**src/tsart_pkg.sv**
```systemverilog
// types and constants shared by the segment ack and receive tracker
package tsart_pkg;

  localparam int CFG_ADDR_W = 4;
  localparam int CFG_DATA_W = 32;

  localparam logic [1:0] REG_WINDOW_SCALE = 2'd0;
  localparam logic [1:0] REG_INITIAL_SEND_SEQ = 2'd1;
  localparam logic [1:0] REG_INITIAL_RECV_SEQ = 2'd2;

  localparam logic [1:0] ACK_IGNORED = 2'd0;
  localparam logic [1:0] ACK_NEW = 2'd1;
  localparam logic [1:0] ACK_WINDOW_UPDATE = 2'd2;
  localparam logic [1:0] ACK_DUPLICATE = 2'd3;

  localparam logic [1:0] RETX_NONE = 2'd0;
  localparam logic [1:0] RETX_STOP = 2'd1;
  localparam logic [1:0] RETX_RESTART = 2'd2;

  localparam logic [2:0] RX_NONE = 3'd0;
  localparam logic [2:0] RX_DUP_DROP = 3'd1;
  localparam logic [2:0] RX_ACCEPTED = 3'd2;
  localparam logic [2:0] RX_OUT_OF_ORDER = 3'd3;
  localparam logic [2:0] RX_FULL_DROP = 3'd4;

  localparam logic [1:0] TX_NONE = 2'd0;
  localparam logic [1:0] TX_SEND = 2'd1;
  localparam logic [1:0] TX_SEND_ACK = 2'd2;

  localparam logic [3:0] MAX_WINDOW_SCALE = 4'd14;
  localparam logic [7:0] DUP_LIMIT = 8'd255;

  typedef struct packed {
    logic        mode;
    logic [31:0] ack_num;
    logic [31:0] seq_num;
    logic [15:0] window_raw;
    logic [15:0] payload_len;
    logic [31:0] send_max;
    logic [31:0] send_next;
    logic [31:0] rx_read_ptr;
    logic [16:0] ooo_held;
  } seg_item_t;

  typedef struct packed {
    logic [31:0] acked_bytes;
    logic [1:0]  ack_kind;
    logic [7:0]  dup_count;
    logic [29:0] send_window;
    logic [31:0] send_next_new;
    logic [1:0]  retx_timer;
    logic [2:0]  rx_action;
    logic [15:0] data_offset;
    logic [31:0] data_seq;
    logic [15:0] data_len_out;
    logic [15:0] write_pos;
    logic [1:0]  tx_request;
  } res_item_t;

  typedef struct packed {
    logic [3:0]  window_scale;
    logic        send_load;
    logic        recv_load;
    logic [31:0] load_value;
  } cfg_ctrl_t;

endpackage

```
**src/tsart_regs.sv**
```systemverilog
// configuration register file on the apb-style port
module tsart_regs (
  input  logic                               clk,
  input  logic                               rst,
  input  logic                               psel,
  input  logic                               penable,
  input  logic                               pwrite,
  input  logic [tsart_pkg::CFG_ADDR_W-1:0]   paddr,
  input  logic [tsart_pkg::CFG_DATA_W-1:0]   pwdata,
  output logic [tsart_pkg::CFG_DATA_W-1:0]   prdata,
  output logic                               pready,
  output tsart_pkg::cfg_ctrl_t               cfg
);
  import tsart_pkg::*;

  logic [3:0]  window_scale;
  logic [31:0] initial_send_seq;
  logic [31:0] initial_recv_seq;
  logic        wr_en;
  logic [1:0]  reg_index;

  assign pready = 1'b1;
  assign wr_en = psel && penable && pwrite && pready;
  assign reg_index = paddr[CFG_ADDR_W-1:2];

  always_ff @(posedge clk) begin
    if (rst) begin
      window_scale <= '0;
      initial_send_seq <= '0;
      initial_recv_seq <= '0;
    end else if (wr_en) begin
      case (reg_index)
        REG_WINDOW_SCALE: begin
          window_scale <= pwdata[3:0];
        end
        REG_INITIAL_SEND_SEQ: begin
          initial_send_seq <= pwdata;
        end
        REG_INITIAL_RECV_SEQ: begin
          initial_recv_seq <= pwdata;
        end
        default: begin
        end
      endcase
    end
  end

  always_comb begin
    case (reg_index)
      REG_WINDOW_SCALE: prdata = {28'd0, window_scale};
      REG_INITIAL_SEND_SEQ: prdata = initial_send_seq;
      REG_INITIAL_RECV_SEQ: prdata = initial_recv_seq;
      default: prdata = '0;
    endcase
  end

  assign cfg.window_scale = window_scale;
  assign cfg.send_load = wr_en && (reg_index == REG_INITIAL_SEND_SEQ);
  assign cfg.recv_load = wr_en && (reg_index == REG_INITIAL_RECV_SEQ);
  assign cfg.load_value = pwdata;

endmodule

```
**src/tcp_segment_ack_and_receive_tracker.sv**
```systemverilog
// top level: segment ack classification and in-order receive tracking
// a result is valid once its input has passed the input register and then the result register
// throughput: one segment or drain report per cycle while the result output is not stalled; the
// state update and the result are computed in a single pass from the input register
// reset: rst synchronous active high clears all tracking state and the configuration registers
// no clearing pass; the block takes items in the first cycle after reset
module tcp_segment_ack_and_receive_tracker #(
  parameter int unsigned RX_BUFFER_BYTES = 65536
) (
  input  logic                               clk,
  input  logic                               rst,
  input  logic                               seg_valid,
  output logic                               seg_stall,
  input  tsart_pkg::seg_item_t               seg,
  output logic                               res_valid,
  input  logic                               res_stall,
  output tsart_pkg::res_item_t               res,
  input  logic                               psel,
  input  logic                               penable,
  input  logic                               pwrite,
  input  logic [tsart_pkg::CFG_ADDR_W-1:0]   paddr,
  input  logic [tsart_pkg::CFG_DATA_W-1:0]   pwdata,
  output logic [tsart_pkg::CFG_DATA_W-1:0]   prdata,
  output logic                               pready
);
  import tsart_pkg::*;

  localparam int PW = $clog2(RX_BUFFER_BYTES);
  localparam int MOD_STEPS = 6;
  localparam longint unsigned WRAP_MOD = 64'd4294967296 % RX_BUFFER_BYTES;
  localparam logic [PW+1:0] N_EXT = (PW+2)'(RX_BUFFER_BYTES);
  localparam logic [PW+1:0] WRAP_ADJ = (PW+2)'(RX_BUFFER_BYTES - WRAP_MOD);
  localparam logic [31:0] N_32 = 32'(RX_BUFFER_BYTES);
  localparam logic [33:0] N_34 = 34'(RX_BUFFER_BYTES);

  cfg_ctrl_t cfg;

  // pipeline control
  logic        seg_accept;
  logic        advance;
  logic        item_valid;
  seg_item_t   item;
  logic [PW-1:0] plen_mod;
  logic [PW-1:0] plen_mod_in;
  res_item_t   res_next;

  // tracking state
  logic [31:0] oldest_unacked;
  logic [29:0] send_window_reg;
  logic [7:0]  dup_ack_count;
  logic [31:0] tx_ring_head;
  logic [31:0] next_expected;
  logic [31:0] rx_ring_tail;
  logic [PW-1:0] ring_pos;

  logic [31:0] oldest_unacked_next;
  logic [29:0] send_window_reg_next;
  logic [7:0]  dup_ack_count_next;
  logic [31:0] tx_ring_head_next;
  logic [31:0] next_expected_next;
  logic [31:0] rx_ring_tail_next;
  logic [PW-1:0] ring_pos_next;

  // ack side
  logic [3:0]  scale;
  logic [29:0] win;
  logic [31:0] d_ack_ou;
  logic [31:0] d_ack_max;
  logic [31:0] d_ack_snxt;
  logic        ack_after_ou;
  logic        ack_after_max;
  logic        ack_after_snxt;
  logic        new_ack;

  // payload side
  logic [31:0] plen32;
  logic [31:0] d_seq_ne;
  logic [31:0] d_ne_seq;
  logic        seq_before;
  logic        full_dup;
  logic [31:0] keep_seq;
  logic [15:0] keep_len;
  logic [15:0] keep_offset;
  logic        in_order;
  logic [32:0] used;
  logic [33:0] need;
  logic        fits;

  // ring advance
  logic [15:0] add_len;
  logic [31:0] add_len32;
  logic [PW+1:0] add_mod;
  logic [32:0] tail_sum;
  logic [PW+1:0] pos_t0;
  logic [PW+1:0] pos_t1;
  logic [PW+1:0] pos_t2;
  logic [PW+15:0] pos_ext;
  logic [15:0] pos16;

  tsart_regs u_regs (
    .clk     (clk),
    .rst     (rst),
    .psel    (psel),
    .penable (penable),
    .pwrite  (pwrite),
    .paddr   (paddr),
    .pwdata  (pwdata),
    .prdata  (prdata),
    .pready  (pready),
    .cfg     (cfg)
  );

  assign advance = item_valid && (!res_valid || !res_stall);
  assign seg_stall = item_valid && !advance;
  assign seg_accept = seg_valid && !seg_stall;

  // payload length reduced modulo the ring size, restoring compare-subtract
  always_comb begin
    logic [31:0] r;
    r = {16'd0, seg.payload_len};
    for (int k = MOD_STEPS - 1; k >= 0; k--) begin
      if (r >= (N_32 << k)) begin
        r = r - (N_32 << k);
      end
    end
    plen_mod_in = r[PW-1:0];
  end

  always_ff @(posedge clk) begin
    if (rst) begin
      item_valid <= 1'b0;
    end else if (seg_accept) begin
      item_valid <= 1'b1;
    end else if (advance) begin
      item_valid <= 1'b0;
    end
  end

  always_ff @(posedge clk) begin
    if (seg_accept) begin
      item <= seg;
      plen_mod <= plen_mod_in;
    end
  end

  // acknowledgment checks, serial-number compare
  always_comb begin
    scale = (cfg.window_scale > MAX_WINDOW_SCALE) ? MAX_WINDOW_SCALE : cfg.window_scale;
    win = 30'(item.window_raw) << scale;
    d_ack_ou = item.ack_num - oldest_unacked;
    d_ack_max = item.ack_num - item.send_max;
    d_ack_snxt = item.ack_num - item.send_next;
    ack_after_ou = (d_ack_ou != '0) && !d_ack_ou[31];
    ack_after_max = (d_ack_max != '0) && !d_ack_max[31];
    ack_after_snxt = (d_ack_snxt != '0) && !d_ack_snxt[31];
    new_ack = ack_after_ou && !ack_after_max;
  end

  // trimming and room check
  always_comb begin
    plen32 = {16'd0, item.payload_len};
    d_seq_ne = item.seq_num - next_expected;
    d_ne_seq = next_expected - item.seq_num;
    seq_before = d_seq_ne[31];
    full_dup = seq_before && (d_ne_seq >= plen32);
    keep_seq = seq_before ? next_expected : item.seq_num;
    keep_len = seq_before ? (item.payload_len - d_ne_seq[15:0]) : item.payload_len;
    keep_offset = seq_before ? d_ne_seq[15:0] : 16'd0;
    in_order = (keep_seq == next_expected);
    used = {1'b0, rx_ring_tail - item.rx_read_ptr} + {16'd0, item.ooo_held};
    need = {1'b0, used} + {18'd0, keep_len};
    fits = (need <= N_34);
  end

  // ring tail and ring position advance, wrap of the 32-bit tail folded back in
  always_comb begin
    add_len = item.mode ? item.payload_len : keep_len;
    add_len32 = {16'd0, add_len};
    add_mod = item.mode ? {2'b00, plen_mod} : add_len32[PW+1:0];
    tail_sum = {1'b0, rx_ring_tail} + {1'b0, add_len32};
    pos_t0 = {2'b00, ring_pos} + add_mod + (tail_sum[32] ? WRAP_ADJ : '0);
    pos_t1 = (pos_t0 >= N_EXT) ? (pos_t0 - N_EXT) : pos_t0;
    pos_t2 = (pos_t1 >= N_EXT) ? (pos_t1 - N_EXT) : pos_t1;
    pos_ext = {16'd0, ring_pos};
    pos16 = pos_ext[15:0];
  end

  always_comb begin
    oldest_unacked_next = oldest_unacked;
    send_window_reg_next = send_window_reg;
    dup_ack_count_next = dup_ack_count;
    tx_ring_head_next = tx_ring_head;
    next_expected_next = next_expected;
    rx_ring_tail_next = rx_ring_tail;
    ring_pos_next = ring_pos;

    res_next = '0;
    res_next.send_next_new = item.send_next;
    res_next.data_seq = item.seq_num;
    res_next.ack_kind = ACK_IGNORED;
    res_next.retx_timer = RETX_NONE;
    res_next.rx_action = RX_NONE;
    res_next.tx_request = TX_NONE;

    if (item.mode) begin
      // drain report from the reassembly queue
      res_next.data_seq = next_expected;
      res_next.data_len_out = item.payload_len;
      res_next.write_pos = pos16;
      next_expected_next = next_expected + plen32;
      rx_ring_tail_next = tail_sum[31:0];
      ring_pos_next = pos_t2[PW-1:0];
    end else begin
      if (new_ack) begin
        res_next.acked_bytes = d_ack_ou;
        res_next.ack_kind = ACK_NEW;
        oldest_unacked_next = item.ack_num;
        if (ack_after_snxt) begin
          res_next.send_next_new = item.ack_num;
        end
        dup_ack_count_next = '0;
        tx_ring_head_next = tx_ring_head + d_ack_ou;
        send_window_reg_next = win;
        res_next.retx_timer = (item.ack_num == item.send_max) ? RETX_STOP : RETX_RESTART;
      end else if (item.ack_num == oldest_unacked) begin
        if (win > send_window_reg) begin
          send_window_reg_next = win;
          res_next.ack_kind = ACK_WINDOW_UPDATE;
        end else if ((item.payload_len == '0) && (oldest_unacked != item.send_max)) begin
          send_window_reg_next = win;
          if (dup_ack_count < DUP_LIMIT) begin
            dup_ack_count_next = dup_ack_count + 8'd1;
          end
          res_next.ack_kind = ACK_DUPLICATE;
        end
      end

      if (item.payload_len == '0) begin
        res_next.tx_request = TX_SEND;
      end else if (full_dup) begin
        res_next.rx_action = RX_DUP_DROP;
        res_next.data_offset = item.payload_len;
        res_next.data_seq = item.seq_num + plen32;
        res_next.tx_request = TX_SEND_ACK;
      end else begin
        res_next.data_seq = keep_seq;
        res_next.data_len_out = keep_len;
        res_next.data_offset = keep_offset;
        if (in_order) begin
          if (fits) begin
            res_next.rx_action = RX_ACCEPTED;
            res_next.write_pos = pos16;
            rx_ring_tail_next = tail_sum[31:0];
            ring_pos_next = pos_t2[PW-1:0];
            next_expected_next = next_expected + add_len32;
            res_next.tx_request = (dup_ack_count_next != '0) ? TX_SEND_ACK : TX_SEND;
          end else begin
            res_next.rx_action = RX_FULL_DROP;
            res_next.tx_request = TX_NONE;
          end
        end else begin
          res_next.rx_action = RX_OUT_OF_ORDER;
          res_next.tx_request = TX_SEND_ACK;
        end
      end
    end

    res_next.dup_count = dup_ack_count_next;
    res_next.send_window = send_window_reg_next;
  end

  always_ff @(posedge clk) begin
    if (rst) begin
      oldest_unacked <= '0;
      send_window_reg <= '0;
      dup_ack_count <= '0;
      tx_ring_head <= '0;
      next_expected <= '0;
      rx_ring_tail <= '0;
      ring_pos <= '0;
    end else begin
      if (advance) begin
        oldest_unacked <= oldest_unacked_next;
        send_window_reg <= send_window_reg_next;
        dup_ack_count <= dup_ack_count_next;
        tx_ring_head <= tx_ring_head_next;
        next_expected <= next_expected_next;
        rx_ring_tail <= rx_ring_tail_next;
        ring_pos <= ring_pos_next;
      end
      if (cfg.send_load) begin
        oldest_unacked <= cfg.load_value;
      end
      if (cfg.recv_load) begin
        next_expected <= cfg.load_value;
      end
    end
  end

  always_ff @(posedge clk) begin
    if (rst) begin
      res_valid <= 1'b0;
    end else if (advance) begin
      res_valid <= 1'b1;
    end else if (!res_stall) begin
      res_valid <= 1'b0;
    end
  end

  always_ff @(posedge clk) begin
    if (advance) begin
      res <= res_next;
    end
  end

`ifndef NO_ASSERTIONS
  a_acked_matches_kind: assert property (@(posedge clk) disable iff (rst)
    res_valid |-> ((res.ack_kind == ACK_NEW) == (res.acked_bytes != '0)))
    else $error("acked byte count disagrees with ack kind");

  a_ring_pos_range: assert property (@(posedge clk) disable iff (rst)
    ({2'b00, ring_pos} < N_EXT))
    else $error("ring position outside the receive ring");

  a_stall_cause: assert property (@(posedge clk) disable iff (rst)
    seg_stall |-> (item_valid && res_valid && res_stall))
    else $error("input stalled without a blocked result");

  a_dup_drop_fields: assert property (@(posedge clk) disable iff (rst)
    (res_valid && (res.rx_action == RX_DUP_DROP)) |->
      ((res.data_len_out == '0) && (res.tx_request == TX_SEND_ACK)))
    else $error("duplicate drop carries kept bytes");

  a_full_drop_fields: assert property (@(posedge clk) disable iff (rst)
    (res_valid && (res.rx_action == RX_FULL_DROP)) |->
      ((res.write_pos == '0) && (res.tx_request == TX_NONE)))
    else $error("buffer full drop with a write position or transmit");
`endif

endmodule

```
**config.mk**
```make
export PLATFORM = sky130hd
export DESIGN_NAME = tcp_segment_ack_and_receive_tracker
export DESIGN_NICKNAME = d
export VERILOG_FILES = /design/src/tsart_pkg.sv /design/src/tsart_regs.sv /design/src/tcp_segment_ack_and_receive_tracker.sv
export SDC_FILE = /design/constraint.sdc
export NUM_CORES = 2
export LEC_CHECK = 0
export BUFFER_PORTS_ARGS = -buffer_cell sky130_fd_sc_hd__buf_2
export CAP_MARGIN = 10
export CORE_MARGIN = 2
export CORE_UTILIZATION = 51
export DETAILED_ROUTE_END_ITERATION = 16
export GPL_TIMING_DRIVEN = 0
export PLACE_DENSITY = 0.72
export SLEW_MARGIN = 10
export SYNTH_ARGS = -nofsm -noshare
export SYNTH_HDL_FRONTEND = slang
export SYNTH_SLANG_ARGS = --single-unit
```
**constraint.sdc**
```tcl
create_clock -name clk -period 24.6 [get_ports clk]
set_clock_uncertainty 0.1 [all_clocks]
set_input_delay 1.23 -clock clk [delete_from_list [all_inputs] [get_ports clk]]
set_output_delay 1.23 -clock clk [all_outputs]
set_load 0.005 [all_outputs]
```
==> results.py <==
metrics = {
    "status": {
        "status": "completed",
    },
    "timing": {
        "setup_viol": 0,
        "worst_slew_pin_slew_ns": 1.291,
        "fin_setup_tns_ns": 0,
        "rsz0062_at_grt": "no",
        "final_hold_viol_count": 0,
        "fmax_ghz": 0.09485,
        "relSlewSlack_pct": 13.03,
        "slew_violations": 0,
        "period_needed_ns": 10.54,
        "setup_ws_ns": 14.06,
        "period_share_pct": 42.86,
    },
    "synthesis": {
        "synth_warnings": 0,
        "synthArstFlopShare_pct": 0,
        "ys_types": 98,
        "postSynthCellCount": 4498,
        "ys_ff_latch": 621,
        "yosysTopAreaCellShare_pct": 28.83,
        "synthMuxAreaShare_pct": 5.020,
        "yosys.area.top_type": "edfxtp_1",
        "synthAdderAreaFrac_pct": 11.15,
        "syn_area_um2": 41770,
        "syn_area_per_cell_um2": 9.287,
        "synth_top_family_by_area": "compound AO/OA/AOI/OAI gates",
        "synth.area.top_cells": "edfxtp_1 (29%), dfxtp_1 (11%), ha_1 (9.9%)",
        "yosysSeqAreaShare_pct": 39.37,
        "synth_edf_count": 401,
        "synth-simple-area-share_pct": 14.69,
        "synth_compound_area_share_pct": 19.39,
        "synthFlopType": "edfxtp_1",
        "syn_nets": 5107,
        "synth-xor-area-share_pct": 5.200,
    },
    "clock_tree": {
        "cts.sinks": 621,
        "cts.clk_slew.worst_paths_ns": 0.06,
        "post_cts_buffers": 0,
        "cts_hold_buf": 0,
        "numCtsBuffers": 69,
        "clkLatencyLatePin_ns": 0.63,
        "root_buffer": "clkbuf_16",
        "cts_buffer_depth": 3,
        "cts_tree": "done",
        "cts-resized-gates": 0,
        "h-tree-depth": 3,
    },
    "flow_run": {
        "maxCapViolCount": 0,
    },
    "die": {
        "die_h_um": 290.2,
        "row_count": 104,
        "design.portCount": 479,
        "core_um2": 80810,
        "start_util_pct": 51.69,
        "die_area_um2": 84210,
        "fp.dieW_um": 290.2,
    },
    "global_routing": {
        "grt_pass1_vias": 35450,
        "antenna_found_initial": 14,
        "grt-ovfl-total": 0,
        "grt_pass1_wl_um": 217900,
        "grt_use_total_pct": 33.69,
        "grt_max_degree": 62,
    },
    "critical_path": {
        "cp_slowest_cell": "nor3b_1",
        "cp.required_ns": 24.88,
        "worstSetupEndpointType": "flip-flop",
        "cp-startpoint": "next_expected[0]$_SDFFE_PP0P_",
        "slowest_delay_ns": 0.77,
        "timing.rr.start": "next_expected[0]$_SDFFE_PP0P_",
        "path_class": "reg2reg",
        "cp-start-kind": "flip-flop",
        "cp_data_arrival_time_ns": 10.83,
        "cp_max_fo": 10,
    },
    "route": {
        "route.detailed.drc": 0,
        "ant_nets": 0,
        "firstDrtPassIters": 6,
        "num_vias": 37800,
        "via_per_inst": 6.124,
        "avgRoutedWirePerCell_um": 23.82,
        "drt_wl_total_um": 147000,
        "drtIter0Drc": 4168,
    },
    "power": {
        "peakVddDrop_uv": 60.21,
        "power_leakage_nw": 20.17,
        "p_per_area_nw_per_um2": 66.85,
    },
    "place": {
        "pre_cts_ws_ns": 14.42,
        "place_area_um2": 45720,
        "dpl.hpwl_um": 117100,
        "place.gp.congestion": 1.004,
        "io_buffer_count": 473,
    },
    "final_layout": {
        "largest-register": "item",
        "top_regs": "item: 194 flops, res: 191 flops",
        "drive_gt1_share_pct": 14.76,
        "fin_area_um2": 48090,
        "area_growth_pct": 15.12,
        "nFillCells": 7025,
        "finalNetCount": 5662,
        "fin_util_pct": 59.51,
        "largest_reg_flops": 194,
    },
    "hold_path": {
        "hp-start": "u_regs.initial_recv_seq[5]$_SDFFE_PP0P_",
        "min-delay-path-class": "reg2reg",
    },
}
[layout by cell type (no fill, tap or decap), drive strengths merged, types with 68 or more instances in the layout]
cell type / synthesis / layout
nand2: 401 / 401
nor2: 292 / 292
a21o: 109 / 109
clkbuf: 149 / 241
xnor2: 150 / 150
nand4: 69 / 69
buf: 35 / 519
inv: 378 / 383
mux2: 68 / 68
a21oi: 384 / 384
edfxtp: 401 / 401
mux2i: 133 / 133
ha: 329 / 329
nor3: 95 / 95
a211oi: 77 / 77
xor2: 98 / 98
nand3: 91 / 91
o21ai: 242 / 242
dfxtp: 220 / 220
[layer usage]
layer | GRT usage, % | share of wire [%]
met3 | 6.630 | 9.9
met1 | 46.15 | 42
met4 | 11.57 | 3.7
met5 | 0 | 0.073
met2 | 53.28 | 45
[cell families (layout without fill, tap and decap cells)]
kind of cell	count (synthesis)	count (layout)
and+or+nand+nor	1261	1261
DFF	621	621
xor gates and xnor gates	248	248
AOI/OAI and AO/OA	1246	1246
other	2	5
adders and majority gates	356	356
muxes	201	201
buffers and inverters	563	1174
[power breakdown]
| group | internal (W) | total, W | switching [W] |
|---|---|---|---|
| clock | 0.000623 | 0.00108 | 0.000456 |
| sequential | 0.00117 | 0.00122 | 0.0000530 |
| combinational | 0.000353 | 0.000914 | 0.000561 |
[critical path: cells and delay by family, from the launching register on]
family	cells	cell delay, ns
muxes	1	0.70
buffers and inverters	4	0.66
DFF	1	0.59
xor gates and xnor gates	2	0.63
adders and majority gates	5	1.80
AOI/OAI and AO/OA	15	3.45
and+or+nand+nor	7	2.39
[stage by stage]
| stage | std cells | hold slack, ns | total power, W |
|---|---|---|---|
| after floorplan | 4498 | 0.3360 | 0.001855 |
| after global placement | 6031 | 0.3413 | 0.002134 |
| after detailed placement | 6042 | 0.3460 | 0.002131 |
| after CTS | 6169 | 0.3543 | 0.003206 |
| after global routing | 6169 | 0.3719 | 0.003356 |
| final | 6172 | 0.3562 | 0.003215 |
[synthesized netlist by cell type, types with 28 or more instances]
master / number
edfxtp_1: 401
nand2_1: 401
a21oi_1: 383
inv_1: 377
ha_1: 329
nor2_1: 292
o21ai_0: 222
dfxtp_1: 220
xnor2_1: 150
clkbuf_1: 149
mux2i_1: 133
a21o_1: 109
xor2_1: 98
nor3_1: 95
nand3_1: 90
a211oi_1: 73
nand4_1: 69
mux2_2: 67
nor2b_1: 57
o21a_1: 50
nor4_1: 46
and3_1: 37
nand2b_1: 36
o21bai_1: 31
a22o_1: 30
o22ai_1: 30
a31oi_1: 28
[final timing paths]
path | cells past startpoint | endpoint | slack [ns]
hold reg to reg | 2 | u_regs.initial_recv_seq[5]$_SDFFE_PP0P_ | 0.36
setup / recovery | 34 | res[17]$_DFFE_PP_ | 14.06
hold / removal | 2 | u_regs.initial_recv_seq[5]$_SDFFE_PP0P_ | 0.36
setup reg to reg | 34 | res[17]$_DFFE_PP_ | 14.06
[layout make-up]
| type | instances | area [um^2] | area share, % |
|---|---|---|---|
| Inverter | 379 | 1423 | 2.958 |
| Sequential cell | 621 | 16450 | 34.20 |
| Buffer | 184 | 739.5 | 1.538 |
| Multi-Input combinational cell | 3314 | 23190 | 48.24 |
| Clock inverter | 35 | 379.1 | 0.7884 |
| Timing Repair Buffer | 484 | 2603 | 5.412 |
| Antenna cell | 3 | 7.507 | 0.01561 |
| Tap cell | 1060 | 1326 | 2.758 |
| Clock buffer | 92 | 1968 | 4.093 |
(Power assumes the default switching activity.)
